$ cat config.mk
export PLATFORM = sky130hd
export DESIGN_NAME = shell_word_tokenizer
export DESIGN_NICKNAME = d
export VERILOG_FILES = /design/src/rtl/swt_pkg.sv /design/src/rtl/swt_decode.sv /design/src/rtl/swt_queue.sv /design/src/rtl/shell_word_tokenizer.sv
export SDC_FILE = /design/constraint.sdc
export NUM_CORES = 1
export LEC_CHECK = 0
export BUFFER_PORTS_ARGS = -buffer_cell sky130_fd_sc_hd__buf_2
export CAP_MARGIN = 20
export CORE_UTILIZATION = 46
export CTS_BUF_LIST = sky130_fd_sc_hd__clkbuf_8
export DETAILED_ROUTE_END_ITERATION = 6
export SETUP_SLACK_MARGIN = 0.3
export SLEW_MARGIN = 15
export SYNTH_ARGS = -nofsm -noshare
export SYNTH_HDL_FRONTEND = slang
export SYNTH_SLANG_ARGS = --single-unit
$ cat constraint.sdc
create_clock -name clk -period 10.3 [get_ports clk]
set_input_delay 1.03 -clock clk [delete_from_list [all_inputs] [get_ports clk]]
set_output_delay 1.03 -clock clk [all_outputs]
set_load 0.05 [all_outputs]
$ cat src/rtl/swt_pkg.sv
package swt_pkg;

  localparam int WORD_BYTES_DEF = 1024;
  localparam int MAX_WORDS_DEF  = 64;

  // Results one line byte can cause: a trailing backslash byte, a word end and a line end.
  localparam int MAX_RESULTS = 3;
  localparam int RES_CNT_W   = 2;
  // Result queue depth, a power of two so that the pointers wrap by themselves.
  localparam int QUEUE_DEPTH = 4;
  localparam int IDX_W       = 6;

  localparam logic [7:0] CH_BACKSLASH = 8'h5C;
  localparam logic [7:0] CH_SQUOTE    = 8'h27;
  localparam logic [7:0] CH_DQUOTE    = 8'h22;
  localparam logic [7:0] CH_SPACE     = 8'h20;

  typedef enum logic [1:0] {
    KIND_BYTE     = 2'd0,
    KIND_WORD_END = 2'd1,
    KIND_LINE_END = 2'd2
  } kind_t;

  typedef struct packed {
    logic in_sq;
    logic in_dq;
    logic esc;
  } quote_t;

  typedef struct packed {
    kind_t            kind;
    logic [7:0]       data;
    logic [IDX_W-1:0] idx;
    logic             last;
  } result_t;

endpackage

$ cat src/rtl/swt_decode.sv
module swt_decode
  import swt_pkg::*;
#(
  parameter int WORD_BYTES = WORD_BYTES_DEF,
  parameter int MAX_WORDS  = MAX_WORDS_DEF,
  localparam int LEN_W     = $clog2(WORD_BYTES),
  localparam int CNT_W     = $clog2(MAX_WORDS)
) (
  input  logic [7:0]                    ch,
  input  logic                          is_end,
  input  quote_t                        q,
  input  logic [LEN_W-1:0]              len,
  input  logic [CNT_W-1:0]              cnt,
  output quote_t                        q_nxt,
  output logic [LEN_W-1:0]              len_nxt,
  output logic [CNT_W-1:0]              cnt_nxt,
  output result_t [MAX_RESULTS-1:0]     res,
  output logic [RES_CNT_W-1:0]          n_res
);

  logic             do_add;
  logic             do_flush;
  logic [7:0]       add_b;
  logic             len_room;
  logic             cnt_room;
  logic             add_emit;
  logic             flush_hit;
  logic             flush_emit;
  logic [LEN_W-1:0] len1;
  logic [CNT_W-1:0] cnt1;
  quote_t           q_upd;
  logic [RES_CNT_W-1:0] n;

  // Classify the byte against the current quoting state.
  always_comb begin
    do_add   = 1'b0;
    do_flush = 1'b0;
    add_b    = ch;
    q_upd    = q;
    if (is_end) begin
      // A backslash still pending at line end is kept as a plain byte.
      do_add   = q.esc;
      add_b    = CH_BACKSLASH;
      do_flush = 1'b1;
    end else if (q.esc) begin
      q_upd.esc = 1'b0;
      do_add    = 1'b1;
    end else if (ch == CH_BACKSLASH) begin
      q_upd.esc = 1'b1;
    end else if (ch == CH_SQUOTE && !q.in_dq) begin
      q_upd.in_sq = !q.in_sq;
    end else if (ch == CH_DQUOTE && !q.in_sq) begin
      q_upd.in_dq = !q.in_dq;
    end else if (ch == CH_SPACE && !q.in_sq && !q.in_dq) begin
      do_flush = 1'b1;
    end else begin
      do_add = 1'b1;
    end
  end

  assign len_room   = len < LEN_W'(WORD_BYTES - 1);
  assign cnt_room   = cnt < CNT_W'(MAX_WORDS - 1);
  assign add_emit   = do_add && len_room && cnt_room;
  assign len1       = (do_add && len_room) ? len + LEN_W'(1) : len;
  assign flush_hit  = do_flush && (len1 != '0);
  assign flush_emit = flush_hit && cnt_room;
  assign cnt1       = flush_emit ? cnt + CNT_W'(1) : cnt;

  assign q_nxt   = is_end ? '0 : q_upd;
  assign len_nxt = (is_end || flush_hit) ? '0 : len1;
  assign cnt_nxt = is_end ? '0 : cnt1;

  // Pack the results in order; the final one carries last.
  always_comb begin
    res = '0;
    n   = '0;
    if (add_emit) begin
      res[n] = '{kind: KIND_BYTE, data: add_b, idx: IDX_W'(cnt), last: 1'b0};
      n      = n + RES_CNT_W'(1);
    end
    if (flush_emit) begin
      res[n] = '{kind: KIND_WORD_END, data: 8'h00, idx: IDX_W'(cnt), last: 1'b0};
      n      = n + RES_CNT_W'(1);
    end
    if (is_end) begin
      res[n] = '{kind: KIND_LINE_END, data: 8'h00, idx: IDX_W'(cnt1), last: 1'b0};
      n      = n + RES_CNT_W'(1);
    end
    if (n != '0) begin
      res[RES_CNT_W'(n - RES_CNT_W'(1))].last = 1'b1;
    end
  end

  assign n_res = n;

endmodule

$ cat src/rtl/swt_queue.sv
module swt_queue
  import swt_pkg::*;
(
  input  logic                      clk,
  input  logic                      rst_n,
  input  logic                      push,
  input  result_t [MAX_RESULTS-1:0] push_res,
  input  logic [RES_CNT_W-1:0]      push_n,
  input  logic                      out_stall,
  output logic                      room,
  output logic                      out_valid,
  output result_t                   head
);

  localparam int PTR_W = $clog2(QUEUE_DEPTH);
  localparam int QCW   = $clog2(QUEUE_DEPTH + 1);

  result_t             mem_r [QUEUE_DEPTH];
  logic [PTR_W-1:0]    wr_ptr_r, wr_ptr_nxt;
  logic [PTR_W-1:0]    rd_ptr_r, rd_ptr_nxt;
  logic [QCW-1:0]      count_r, count_nxt;
  logic                pop;
  logic [RES_CNT_W-1:0] add_n;

  assign out_valid = count_r != '0;
  assign head      = mem_r[rd_ptr_r];
  assign pop       = out_valid && !out_stall;
  // A whole item's results must fit, counting the slot freed by this cycle's transfer.
  assign room      = (int'(count_r) + MAX_RESULTS) <= (QUEUE_DEPTH + int'(pop));
  assign add_n     = push ? push_n : '0;

  assign wr_ptr_nxt = wr_ptr_r + PTR_W'(add_n);
  assign rd_ptr_nxt = rd_ptr_r + PTR_W'(pop);
  assign count_nxt  = count_r + QCW'(add_n) - QCW'(pop);

  always_ff @(posedge clk) begin
    if (!rst_n) begin
      wr_ptr_r <= '0;
      rd_ptr_r <= '0;
      count_r  <= '0;
    end else begin
      wr_ptr_r <= wr_ptr_nxt;
      rd_ptr_r <= rd_ptr_nxt;
      count_r  <= count_nxt;
    end
  end

  always_ff @(posedge clk) begin
    for (int k = 0; k < MAX_RESULTS; k++) begin
      if (push && (k < int'(push_n))) begin
        mem_r[PTR_W'(wr_ptr_r + PTR_W'(k))] <= push_res[k];
      end
    end
  end

endmodule

$ cat src/rtl/shell_word_tokenizer.sv
// Channel | Ports                                                     | Direction
// input   | in_valid, in_stall, in_ch, in_is_end                      | in (stall out)
// result  | out_valid, out_stall, out_kind, out_out_byte,             | out (stall in)
//         | out_word_index, out_last                                  |
//
// A byte is held in the input register and decoded from there; its results land in a
// four-entry queue and reach the output from its head. One byte is taken per cycle
// while each byte yields at most one result and out_stall is low; the output port
// then sets the rate, at one result per cycle (a line end may cause three).
// Reset clears the quoting state, both counters and the queue.
// A stall on the output holds the queue head; the input stalls while a byte waits in
// the input register and the queue has fewer than three free slots, counting the slot
// freed by this cycle's output transfer.
module shell_word_tokenizer
  import swt_pkg::*;
#(
  parameter int WORD_BYTES = WORD_BYTES_DEF,
  parameter int MAX_WORDS  = MAX_WORDS_DEF
) (
  input  logic             clk,
  input  logic             rst_n,
  input  logic             in_valid,
  output logic             in_stall,
  input  logic [7:0]       in_ch,
  input  logic             in_is_end,
  output logic             out_valid,
  input  logic             out_stall,
  output logic [1:0]       out_kind,
  output logic [7:0]       out_out_byte,
  output logic [IDX_W-1:0] out_word_index,
  output logic             out_last
);

  localparam int LEN_W = $clog2(WORD_BYTES);
  localparam int CNT_W = $clog2(MAX_WORDS);

  logic                      in_valid_r, in_valid_nxt;
  logic [7:0]                in_ch_r;
  logic                      in_end_r;
  quote_t                    quote_r, quote_nxt;
  logic [LEN_W-1:0]          word_len_r, word_len_nxt;
  logic [CNT_W-1:0]          word_cnt_r, word_cnt_nxt;
  result_t [MAX_RESULTS-1:0] res;
  logic [RES_CNT_W-1:0]      n_res;
  logic                      room;
  logic                      adv;
  logic                      in_xfer;
  result_t                   head;

  assign adv      = in_valid_r && room;
  assign in_stall = in_valid_r && !room;
  assign in_xfer  = in_valid && !in_stall;

  assign in_valid_nxt = in_xfer || (in_valid_r && !adv);

  always_ff @(posedge clk) begin
    if (!rst_n) begin
      in_valid_r <= 1'b0;
      quote_r    <= '0;
      word_len_r <= '0;
      word_cnt_r <= '0;
    end else begin
      in_valid_r <= in_valid_nxt;
      if (adv) begin
        quote_r    <= quote_nxt;
        word_len_r <= word_len_nxt;
        word_cnt_r <= word_cnt_nxt;
      end
    end
  end

  always_ff @(posedge clk) begin
    if (in_xfer) begin
      in_ch_r  <= in_ch;
      in_end_r <= in_is_end;
    end
  end

  swt_decode #(
    .WORD_BYTES (WORD_BYTES),
    .MAX_WORDS  (MAX_WORDS)
  ) u_decode (
    .ch      (in_ch_r),
    .is_end  (in_end_r),
    .q       (quote_r),
    .len     (word_len_r),
    .cnt     (word_cnt_r),
    .q_nxt   (quote_nxt),
    .len_nxt (word_len_nxt),
    .cnt_nxt (word_cnt_nxt),
    .res     (res),
    .n_res   (n_res)
  );

  swt_queue u_queue (
    .clk       (clk),
    .rst_n     (rst_n),
    .push      (adv),
    .push_res  (res),
    .push_n    (n_res),
    .out_stall (out_stall),
    .room      (room),
    .out_valid (out_valid),
    .head      (head)
  );

  assign out_kind       = head.kind;
  assign out_out_byte   = head.data;
  assign out_word_index = head.idx;
  assign out_last       = head.last;

  // A line end is always the final result of its byte.
  a_line_end_last: assert property (@(posedge clk) disable iff (!rst_n)
    (out_valid && out_kind == KIND_LINE_END) |-> out_last)
    else $error("line end result without last");

  // Closing a line returns all per-line state to its reset values.
  a_line_clear: assert property (@(posedge clk) disable iff (!rst_n)
    (adv && in_end_r) |=> (quote_r == '0 && word_len_r == '0 && word_cnt_r == '0))
    else $error("line state not cleared after line end");

  // Only word bytes carry data.
  a_zero_data: assert property (@(posedge clk) disable iff (!rst_n)
    (out_valid && out_kind != KIND_BYTE) |-> (out_out_byte == 8'h00))
    else $error("nonzero byte on a marker result");

  // A decoded line end always produces at least its line end result.
  a_push_fits: assert property (@(posedge clk) disable iff (!rst_n)
    (adv && in_end_r) |-> (n_res != '0))
    else $error("line end produced no result");

endmodule
Word level (Yosys, flattened, before mapping) --
Memory sizes are Yosys's and may differ from the RTL's. A register that Yosys moved wholly into a read port is not among the register bits. Index checks and enable logic that the tools add are counted.
Storage, ports and cells: RAM bits 68, register bits 36, latch bits 0, memories 1, output and inout port bits 19, word-level logic and storage cells 127, bits in read-only memories 0
Operators by class: multiplexer cells 49, add/subtract/negate cells 13, multiply operators 0, divide/modulo/power cells 0, bitwise gates (word level) 0, shifts and indexed selects 0, reduce and logical (&&, ||, !) cells 34, equality and inequality tests 7, order comparisons 12
Memory list:
- u_queue.mem_r | words 4, width 17, read ports 1, clocked after Yosys merged registers in 1, write ports 3, RTL line swt_queue.sv:18 | result_t mem_r [QUEUE_DEPTH];
Operators with widths (count):
- 51-bit bitwise mux | 3
- 51-bit 2-to-1 mux | 3
- 17-bit demux with 2-bit select | 3
- 17-bit 2-to-1 mux | 2
- 32-bit less-or-equal comparator | 1
- 1-bit 2-to-1 mux | 25
- 8-bit by 6-bit equality test with 1-bit output, second input constant | 3
- 10-bit 2-to-1 mux | 2
- 1-bit logical AND | 19
- 15-bit 2-to-1 mux | 1
- 2-bit 2-to-1 mux | 6
- 6-bit 2-to-1 mux | 2
- 10-bit by 1-bit adder with 10-bit output, second input constant | 1
- 10-bit < comparator, second input constant | 1
- 10-bit nonzero test | 1
- 8-bit by 7-bit equality test with 1-bit output, second input constant | 1
- 8-bit 2-to-1 mux | 1
- 6-bit by 1-bit adder with 6-bit output, second input constant | 1
- 1-bit logical NOT | 6
- 2-bit by 3-bit < comparator with 1-bit output, second input constant | 2
- 6-bit < comparator, second input constant | 1
- 2-bit inequality test, second input constant | 3
- 2-bit nonzero test | 3
- 5-bit AND reduction | 1
- 19 further kinds | 23

Logic depth before layout (Yosys ltp) --
Gate-level depths: netlist of run 1.
depth after elaboration 24, depth in mapped cells 20, gate-level depth less buffers 18

Modules after synthesis --
From an unflattened synthesis of run 1, not the netlist that was laid out.
Unflattened totals: cell total of the unflattened synthesis 770, area, all modules 7160.6 um^2
By module, submodules not included:
- swt_queue | cells each 435, area each 4590.7 um^2, instances 1
- swt_decode | cells each 235, area each 1495.2 um^2, instances 1
- shell_word_tokenizer | cells each 100, area each 1074.8 um^2, instances 1

Worst setup path before layout of run 1 --
No wires, ideal clock.
path kind register to register, start register word_len_r[1], end memory u_queue.mem_r[0][0] (netlist bit), enable pin, library setup time 0.418 ns, stages on the path, launching flop included 15, data arrival time 4.342 ns, setup slack 5.541 ns, cell sequence dfxtp_1 > ha_1 > nand3_1 > nor4_4 > nor2_2 > a311o_1 > a22oi_4 > a31oi_4 > buf_6 > buf_2 > ha_1 > xnor2_1 > nand2_1 > nand2_1 > o31ai_1
RTL lines:
- start, declared | RTL line shell_word_tokenizer.sv:41 | logic [LEN_W-1:0] word_len_r, word_len_nxt;
- start signal, assigned | RTL line shell_word_tokenizer.sv:66 | word_len_r <= word_len_nxt;
- end, declared | RTL line swt_queue.sv:18

==> results of run 1 <==
-- worst max-delay path by stage --
stage / endpoint / slack, ns / cells after the start
finish: u_queue.mem_r[1][6] / 4.44 / 16
floorplan: u_queue.mem_r[0][0] / 5.54 / 14
detailed placement: u_queue.mem_r[1][6] / 4.53 / 16
global route: u_queue.mem_r[3][3] / 3.98 / 16
global placement: u_queue.mem_r[3][1] / 4.75 / 16
CTS: u_queue.mem_r[1][6] / 4.51 / 16
-- worst register-to-register path: stages (launching register included) --
cell      delay [ns]
edfxtp_1        0.76
inv_1           0.50
a31o_2          0.39
and2_1          0.31
a41o_1          0.33
a31oi_4         0.72
inv_1           0.33
ha_1            0.28
inv_1           0.07
mux2i_1         0.15
nor4_4          0.38
nand2_1         0.19
nor2_1          0.39
a21oi_1         0.17
o21a_1          0.20
a21o_1          0.17
a221o_1         0.29
-- final cells by class --
class | count | area [µm²]
inverter | 23 | 86.3
tap | 172 | 215
sequential | 104 | 2850
clock buffer | 9 | 124
timing repair buffer | 34 | 178
fill | 1162 | 6240
multi-input combinational | 446 | 3010
clock inverter | 7 | 63.8
-- kinds of logic after synthesis --
kind of cell / share of synthesized area [%]
AOI/OAI and AO/OA: 17.9
xor gates and xnor gates: 1.86
adders and majority gates: 3.60
buffers and inverters: 4.41
DFF: 46.6
muxes: 6.91
and+or+nand+nor: 18.7
-- cells in the mapped netlist, types with 10 or more instances --
cell	number
o21ai_0	45
nor3_1	16
nor2_1	64
a21oi_1	50
mux4_2	17
nand3_1	12
o22ai_1	15
and2_1	14
and3_1	10
clkbuf_1	21
nand2_1	63
xnor2_1	11
inv_1	23
edfxtp_1	77
dfxtp_1	27
ha_1	16
-- report_power, final --
| group | internal (mW) | total, mW | switching (mW) |
|---|---|---|---|
| Combinational | 0.181 | 0.587 | 0.406 |
| Clock | 0.0926 | 0.251 | 0.158 |
| Sequential | 0.525 | 0.562 | 0.0369 |
| Total | 0.799 | 1.40 | 0.601 |
-- metrics by stage --
stage	total power, mW	area (µm²)
after global placement	1.16	6340
after CTS	1.41	6530
final	1.40	6530
after global routing	1.48	6530
after detailed placement	1.16	6340
after floorplan	1.03	6120
-- sequential cells by signal, indices dropped and copies added, names as in the netlist --
signal            count
in_ch_r               8
u_queue.count_r       3
quote_r               3
in_valid_r            1
u_queue.wr_ptr_r      2
word_len_r           10
u_queue.rd_ptr_r      2
u_queue.mem_r        68
word_cnt_r            6
in_end_r              1
-- layer usage --
layer  track usage (%)  share of wire [%]  up-vias  wire length [µm]
met5                 0                  0        -                 0
met4              7.87                2.0        0               315
met3              2.97                6.2       26               976
met2              37.7                 46      168              7330
met1              33.1                 45     2329              7170
li1                  -                  -     2278                 -
==> flow_summary_export.csv, run 1 <==
group,metric,value,unit
status,status,"finished, final reports clean",
place,post-place-ws,4.53,ns
clock_network,clk_latency,0.39,ns
setup_path,setup.worst_path.start,"in_end_r",
global_routing,overflow,0,
layout,layout-drive-gt1-share,14.1,%
synthesis,yosysTopAreaCell,"edfxtp_1",
worst_hold_path,hold_path_end,"quote_r[1]",
setup_path,worstPathCellList,"inv_1 > a31o_2 > and2_1 > a41o_1 > a31oi_4 > inv_1 > ha_1 > inv_1 > mux2i_1 > nor4_4 > nand2_1 > nor2_1 > a21oi_1 > o21a_1 > a21o_1 > a221o_1",
setup_path,crit_type,"register to register",
synthesis,syn_area_per_cell,10.1,µm²
clock_network,cts_setup_buffers,0,
timing,worst_slack,4.44,ns
layout,area_growth_syn_to_layout,6.64,%
setup_path,critPathRequiredTime,10.44,ns
die,die_area,0.0138,mm²
pwr,power_density,214,mW/mm²
global_routing,antenna_found_initial,0,
clock_network,clock_path_buffers,2,
place,placed_cells_incl_taps,779,
routing,wire_per_inst,19.9,µm
layout,layout_commonest_cell,"edfxtp_1",
pwr,vdd_drop_max,0.0892,mV
synthesis,ys_top_cells_by_area,"edfxtp_1 38%, dfxtp_1 8.8%, mux4_2 6.3%",
global_routing,grt_max_degree,36,
synthesis,syn-num-nets,639,
timing,tightest_slew,1.04,ns
setup_path,reg2reg_to,"u_queue.mem_r[1][6]",
worst_hold_path,hp-class,"register to register",
synthesis,synth_edf_count,77,
setup_path,cp_max_fo,35,
layout,utilization,51.1,%
routing,drt-total-wl,15.8,mm
timing,drv_slew,0,
synthesis,syn_area,0.00612,mm²
worst_hold_path,hold_start,"quote_r[1]",
timing,rsz0062_at_grt,"false",
global_routing,grt_pass1_vias,4558,
synthesis,async_flop_share,0,%
die,initial_utilization,47.9,%
setup_path,cpMostUsedCell,"inv_1",
synthesis,synth_cell_types,68,
timing,layout_min_cycle_time,5.86,ns
run,maxCapViolCount,0,
synthesis,yosysWarnings,0,
synthesis,synth_flop_cell,"edfxtp_1",
die,rows,41,
timing,max_clock_freq,0.171,GHz
die,ios,32,
timing,hold_violations,0,
place,io_buffers,31,
clock_network,cts_tree,"done",
layout,final_cells,795,
clock_network,numCtsBuffers,9,
routing,dr.pass1.iters,5,
clock_network,cts.sinks,104,
worst_hold_path,min_path_cells,2,
setup_path,rrSetupSlack,4.44,ns
setup_path,arrival,6.01,ns
routing,vias_per_cell,6.04,
synthesis,synth_seq_cells,104,
synthesis,synth-seq-area-share,46.6,%
setup_path,path_buf_inv,3,
place,place.gp.congestion,0.921,
setup_path,crit_path_end_kind,"register",
setup_path,cpMaxStageDelayCell,"edfxtp_1",
setup_path,r2r-start,"in_end_r",
die,core,0.0128,mm²
timing,relSlewSlack,30.7,%
layout,final_nets,648,
global_routing,grt_usage,23.6,%
setup_path,critPathMaxStageDelay,0.76,ns
setup_path,crit_family,"compound AO/OA/AOI/OAI gates",
routing,drt_iter0_markers,491,
routing,ant_nets,0,
place,dpl.hpwl,11.5,mm
routing,vias,4801,
synthesis,synth_top_area_share,37.8,%
clock_network,cts_resized,0,
timing,whs,0.554,ns
clock_network,clk_pin_slew_worst_paths,0.10,ns
setup_path,critPathLaunchType,"register",
timing,period_share,56.9,%
global_routing,grt_pass1_wl,25.0,mm
pwr,p_leak,2.33,nW
die,fp.dieW,117,µm
die,die_y,117,µm
synthesis,synthCells,609,
timing,setup_violations,0,
clock_network,cts_max_level,3,
layout,antenna_cells,0,
clock_network,cts_hold_buf,0,
setup_path,reg2reg_depth,16,
clock_network,root_buffer,"clkbuf_8",
timing,fin_worst_skew,0.0105,ns
routing,route.detailed.drc,0,
timing,fin_tns_setup,0,ns
layout,layout_common_cells,"77 x edfxtp_1, 64 x nor2_1, 63 x nand2_1",
Power figures use the tool's default switching activity.
==> run 2: changes to the inputs <==
==> constraint.sdc (replaced) <==
create_clock -name clk -period 6.1 [get_ports clk]
set_input_delay 0.61 -clock clk [delete_from_list [all_inputs] [get_ports clk]]
set_output_delay 0.61 -clock clk [all_outputs]
set_load 0.05 [all_outputs]
==> flow_summary_export.csv, run 2 (synthesized netlist as in run 1, its figures left out) <==
group,metric,value,unit
pwr,p_comb_share,42.4,%
layout,layout_commonest_cell,"edfxtp_1",
worst_hold_path,min_path_cells,1,
setup_path,crit_path_end_kind,"register",
timing,rsz0062_at_grt,"false",
global_routing,grt_usage,23.8,%
status,status,"finished, final reports clean",
place,io_buffers,31,
clock_network,root_buffer,"clkbuf_8",
pwr,p_leak,2.35,nW
clock_network,cts_max_level,3,
clock_network,cts_hold_buf,0,
pwr,swShare,43.0,%
setup_path,critPathRequiredTime,6.23,ns
clock_network,cts_tree,"done",
layout,layout_common_cells,"77 x edfxtp_1, 64 x nor2_1, 63 x nand2_1",
run,maxCapViolCount,0,
routing,route.detailed.drc,0,
timing,period_share,83.3,%
pwr,p_switching,1.02,mW
global_routing,grt_max_degree,35,
place,dpl.hpwl,11.3,mm
global_routing,grt_pass1_vias,4742,
global_routing,grt_pass1_wl,25.6,mm
pwr,power_density,363,mW/mm²
setup_path,critPathLaunchType,"register",
die,core,0.0128,mm²
layout,largestRegisters,"u_queue.mem_r: 68 flops, word_len_r: 10 flops, in_ch_r: 8 flops",
worst_hold_path,hp-class,"primary input to register",
setup_path,cp_max_fo,34,
pwr,vdd_drop_max,0.161,mV
routing,vias_per_cell,6.07,
timing,hold_violations,0,
layout,area_growth_syn_to_layout,6.97,%
clock_network,clk_latency,0.39,ns
place,place.gp.congestion,0.891,
die,ios,32,
clock_network,clock_path_buffers,2,
layout,final_nets,651,
clock_network,cts_setup_buffers,0,
timing,fin_worst_skew,0.0186,ns
timing,layout_min_cycle_time,5.08,ns
layout,antenna_cells,0,
routing,vias,4845,
routing,drt_iter0_markers,501,
routing,drt-total-wl,15.8,mm
layout,layout-drive-gt1-share,14.5,%
pwr,p_int,1.36,mW
layout,top_register,"u_queue.mem_r",
die,die_y,117,µm
timing,fin_tns_setup,0,ns
setup_path,reg2reg_depth,17,
die,die_area,0.0138,mm²
layout,fillCellCount,1151,
timing,setup_violations,0,
global_routing,overflow,0,
die,initial_utilization,47.9,%
die,rows,41,
setup_path,crit_type,"register to register",
timing,drv_slew,0,
timing,relSlewSlack,35.3,%
routing,dr.pass1.iters,5,
routing,wire_per_inst,19.7,µm
clock_network,cts_resized,0,
timing,tightest_slew,0.966,ns
timing,max_clock_freq,0.197,GHz
clock_network,clk_pin_slew_worst_paths,0.11,ns
layout,largest_reg_flops,68,
pwr,totalPowerFinal,2.38,mW
global_routing,antenna_found_initial,0,
pwr,p_seq_share,40.1,%
setup_path,arrival,5.21,ns
pwr,clock_power_share,17.4,%
die,fp.dieW,117,µm
routing,ant_nets,0,
clock_network,numCtsBuffers,9,
clock_network,cts.sinks,104,
-- run 2: cell count changes in the layout (fill, tap and decap cells not counted), sizes merged --
cell,previous run,this run
buf,34,37
-- run 2: routing by layer --
metal	GRT usage, %	wire [µm]
met5	0	0
met4	7.47	240
met3	3.75	1020
met2	38.2	7340
met1	33.1	7160
-- run 2: worst max-delay path, cell delays in order (launching register included) --
cell,delay [ns]
dfxtp_1,0.45
ha_1,0.28
nand3_1,0.27
nor4_4,0.26
nor2_2,0.10
and2_1,0.31
a41o_1,0.32
a31oi_4,0.15
buf_4,0.34
ha_1,0.26
mux2i_1,0.16
nor4_4,0.34
nand2_1,0.19
nor2_1,0.45
a21oi_1,0.19
o21a_1,0.25
a21o_1,0.19
a221o_1,0.32
-- run 2: area by class of cell --
class	count	area, µm²	share of cell area, %
Clock buffer	9	124	1.89
Inverter	23	86.3	1.32
Clock inverter	7	63.8	0.974
Sequential cell	104	2850	43.6
Multi-Input combinational cell	446	3010	46.0
Timing Repair Buffer	37	198	3.02
Tap cell	172	215	3.29
-- run 2: worst paths after layout --
check / from / endpoint / slack (ns)
max reg2reg: word_len_r[1] / u_queue.mem_r[1][6] / 1.02
min: in_ch[7] / in_ch_r[7] / 0.40
max: word_len_r[1] / u_queue.mem_r[1][6] / 1.02
min reg2reg: quote_r[1] / quote_r[1] / 0.56
-- run 2: through the flow --
step	util (%)	worst slack (ns)	instance area [µm²]	std cells	hold WS, ns
3_5_place_dp	49.8	1.10	6360	781	0.532
3_3_place_gp	49.8	1.16	6360	781	0.529
2_1_floorplan	-	1.34	6120	609	0.485
4_1_cts	51.2	1.05	6550	797	0.378
6_report	51.3	1.02	6550	798	0.399
5_1_grt	51.3	0.635	6550	798	0.382
-- run 2: power by group through the flow --
stage          combinational, mW  clock, mW  sequential [mW]
2_1_floorplan              0.810          0            0.927
3_3_place_gp               0.996          0            0.966
3_5_place_dp                1.01          0            0.970
4_1_cts                     1.01      0.425            0.953
5_1_grt                     1.09      0.453            0.965
6_report                    1.01      0.414            0.953
==> run 3: changes to the inputs <==
--- a/config.mk
+++ b/config.mk
@@ -5,11 +5,13 @@
 export SDC_FILE = /design/constraint.sdc
 export NUM_CORES = 1
 export LEC_CHECK = 0
+export ABC_AREA = 1
 export BUFFER_PORTS_ARGS = -buffer_cell sky130_fd_sc_hd__buf_2
 export CAP_MARGIN = 20
 export CORE_UTILIZATION = 46
 export CTS_BUF_LIST = sky130_fd_sc_hd__clkbuf_8
 export DETAILED_ROUTE_END_ITERATION = 6
+export PLACE_DENSITY = 0.65
 export SETUP_SLACK_MARGIN = 0.3
 export SLEW_MARGIN = 15
 export SYNTH_ARGS = -nofsm -noshare
==> constraint.sdc (replaced) <==
create_clock -name clk -period 4.51 [get_ports clk]
set_input_delay 0.451 -clock clk [delete_from_list [all_inputs] [get_ports clk]]
set_output_delay 0.451 -clock clk [all_outputs]
set_load 0.05 [all_outputs]
==> flow_summary_export.csv, run 3 <==
group,metric,value,unit
timing,layout_min_cycle_time,3.93,ns
timing,rsz0062_at_grt,"true",
global_routing,overflow,0,
setup_path,crit_family,"simple AND/OR/NAND/NOR gates",
layout,layout_commonest_cell,"nand2_1",
clock_network,cts_hold_buf,0,
routing,wire_per_inst,15.8,µm
layout,area_growth_syn_to_layout,12.3,%
global_routing,grt_pass1_vias,5086,
synthesis,syn-num-nets,802,
timing,fin_worst_skew,0.0116,ns
synthesis,synth_common_cells,"151 x nand2_1, 146 x nor2_1, 88 x inv_1",
setup_path,arrival,4.19,ns
synthesis,syn_area_per_cell,7.84,µm²
die,initial_utilization,47.6,%
clock_network,cts.sinks,104,
synthesis,synth_flop_cell,"edfxtp_1",
setup_path,reg2reg_to,"u_queue.count_r[2]",
timing,drv_slew,0,
synthesis,synth.most_common_cell,"nand2_1",
run,maxCapViolCount,0,
setup_path,critPathRequiredTime,4.77,ns
global_routing,grt_max_degree,36,
setup_path,crit_type,"register to register",
pwr,vdd_drop_max,0.277,mV
synthesis,yosysWarnings,0,
place,dpl.hpwl,11.2,mm
die,core,0.0127,mm²
timing,period_share,87.2,%
die,fp.dieW,117,µm
pwr,p_leak,2.79,nW
die,die_area,0.0136,mm²
setup_path,cpMostUsedCell,"nor2_1",
timing,fin_tns_setup,0,ns
routing,ant_nets,0,
layout,layout_common_cells,"151 x nand2_1, 141 x nor2_1, 84 x inv_1",
timing,hold_violations,0,
global_routing,grt_usage,24.7,%
setup_path,reg2reg_depth,26,
layout,layout-drive-gt1-share,15.5,%
clock_network,clk_pin_slew_worst_paths,0.10,ns
pwr,totalPowerFinal,3.44,mW
clock_network,clock_path_buffers,2,
synthesis,synth_edf_count,77,
routing,vias,5304,
routing,drt-total-wl,15.7,mm
place,place.gp.congestion,0.924,
pwr,power_density,506,mW/mm²
place,io_buffers,31,
setup_path,critPathMaxStageDelay,0.44,ns
synthesis,synth_cell_types,40,
synthesis,syn_area,0.00606,mm²
timing,setup_violations,0,
layout,largestRegisters,"u_queue.mem_r: 68 flops, word_len_r: 10 flops, in_ch_r: 8 flops",
die,rows,41,
synthesis,synth-seq-area-share,47.1,%
die,ios,32,
clock_network,cts_tree,"done",
clock_network,root_buffer,"clkbuf_8",
worst_hold_path,hold_path_end,"in_ch_r[6]",
die,die_y,117,µm
layout,largest_reg_flops,68,
timing,tightest_slew,0.804,ns
setup_path,path_buf_inv,6,
timing,max_clock_freq,0.254,GHz
global_routing,grt_pass1_wl,25.4,mm
worst_hold_path,hold_start,"in_ch[6]",
routing,vias_per_cell,5.34,
synthesis,ys_top_cells_by_area,"edfxtp_1 38%, nand2_1 9.4%, nor2_1 9.0%",
status,status,"finished, final reports clean",
global_routing,antenna_found_initial,0,
setup_path,crit_path_end_kind,"register",
timing,relSlewSlack,46.3,%
synthesis,synthCells,772,
worst_hold_path,hp-class,"primary input to register",
clock_network,cts_max_level,3,
setup_path,r2r-start,"in_ch_r[7]",
layout,antenna_cells,0,
synthesis,synth_seq_cells,104,
routing,drt_iter0_markers,434,
synthesis,yosysTopAreaCell,"edfxtp_1",
layout,final_nets,847,
synthesis,async_flop_share,0,%
setup_path,rrSetupSlack,0.58,ns
routing,route.detailed.drc,0,
layout,fillCellCount,1281,
worst_hold_path,min_path_cells,1,
clock_network,clk_latency,0.39,ns
routing,dr.pass1.iters,5,
clock_network,numCtsBuffers,9,
synthesis,synth_top_area_share,38.2,%
setup_path,cpMaxStageDelayCell,"edfxtp_1",
setup_path,cp_max_fo,10,
layout,top_register,"u_queue.mem_r",
setup_path,critPathLaunchType,"register",
## run 3: changes by cell type after synthesis, sizes merged, moves of 14 or more
cell and delta:
nor2 +89, a21oi -31, and2 -14, nand2 +107, o21ai +26, mux4 -17
inv +72, nand3 +43
## run 3: final cells by class
cell class | count | area (µm²) | area share [%]
repair buffers | 58 | 390 | 5.74
clock inverters | 7 | 52.6 | 0.773
multi-input cells | 549 | 2800 | 41.1
clock buffers | 9 | 124 | 1.82
flip-flops and latches | 104 | 2850 | 42.0
inverters | 95 | 365 | 5.37
well taps | 172 | 215 | 3.17
## run 3: logic make-up after synthesis
group | count (synthesis) | synth area share (%)
AO/OA/AOI/OAI | 122 | 11.0
buffers and inverters | 119 | 7.60
XOR/XNOR | 14 | 2.02
AND/OR/NAND/NOR | 396 | 28.6
flip-flops | 104 | 47.1
adder cells (fa/ha/maj) | 17 | 3.64
## run 3: worst register-to-register path, cell delays in order (launching register included)
cell,delay (ns)
edfxtp_1,0.44
nor2_1,0.16
nand3_1,0.12
nor2_1,0.16
nor2_1,0.08
nand2_2,0.08
nand2_4,0.10
nand2_4,0.14
inv_4,0.05
nand2_1,0.07
nand3_1,0.08
nor2_1,0.13
nand3_2,0.16
nand3_4,0.09
inv_1,0.09
ha_1,0.30
nand2_1,0.14
clkinvlp_4,0.12
nor2_2,0.12
inv_1,0.15
nor2_4,0.17
ha_1,0.16
inv_1,0.05
fa_1,0.37
xor2_1,0.17
inv_1,0.06
nor2_1,0.03
## run 3: stage by stage
step	hold slack, ns	cells	util (%)	cell area, µm²	worst slack, ns
2_1_floorplan	0.457	772	-	6060	0.204
3_3_place_gp	0.472	969	51.0	6490	0.441
3_5_place_dp	0.481	969	51.0	6490	0.335
4_1_cts	0.216	985	52.4	6670	0.304
5_1_grt	0.213	994	53.4	6800	0.176
6_report	0.230	994	53.4	6800	0.578
## run 3: layer usage
layer	wire [µm]	vias up	track usage, %
li1	-	2634	-
met1	6980	2455	31.7
met2	7410	180	41.3
met3	880	35	2.96
met4	464	0	12.7
met5	0	-	0
## run 3: worst max path at each step
| stage | start | endpoint | slack [ns] | cells past startpoint |
|---|---|---|---|---|
| final | in_ch_r[7] | u_queue.count_r[2] | 0.58 | 26 |
| after global routing | in_ch_r[4] | u_queue.count_r[2] | 0.18 | 26 |
| after CTS | word_len_r[0] | u_queue.count_r[2] | 0.30 | 28 |
| after detailed placement | word_len_r[0] | u_queue.count_r[2] | 0.34 | 27 |
| after floorplan | word_len_r[0] | u_queue.mem_r[1][0] | 0.20 | 21 |
| after global placement | word_len_r[0] | u_queue.count_r[2] | 0.44 | 27 |
## run 3: power breakdown
group          total, mW  leakage, nW  switching (mW)  internal [mW]
sequential          1.29        0.935          0.0738           1.22
combinational       1.59         1.76            1.17          0.420
clock              0.554       0.0957           0.347          0.207
total               3.44         2.79            1.60           1.85
## run 3: what timing repair did
item	in CTS	in global routing
setup buffers	0	8
setup endpoints to repair	0	134
gates resized for setup	0	18
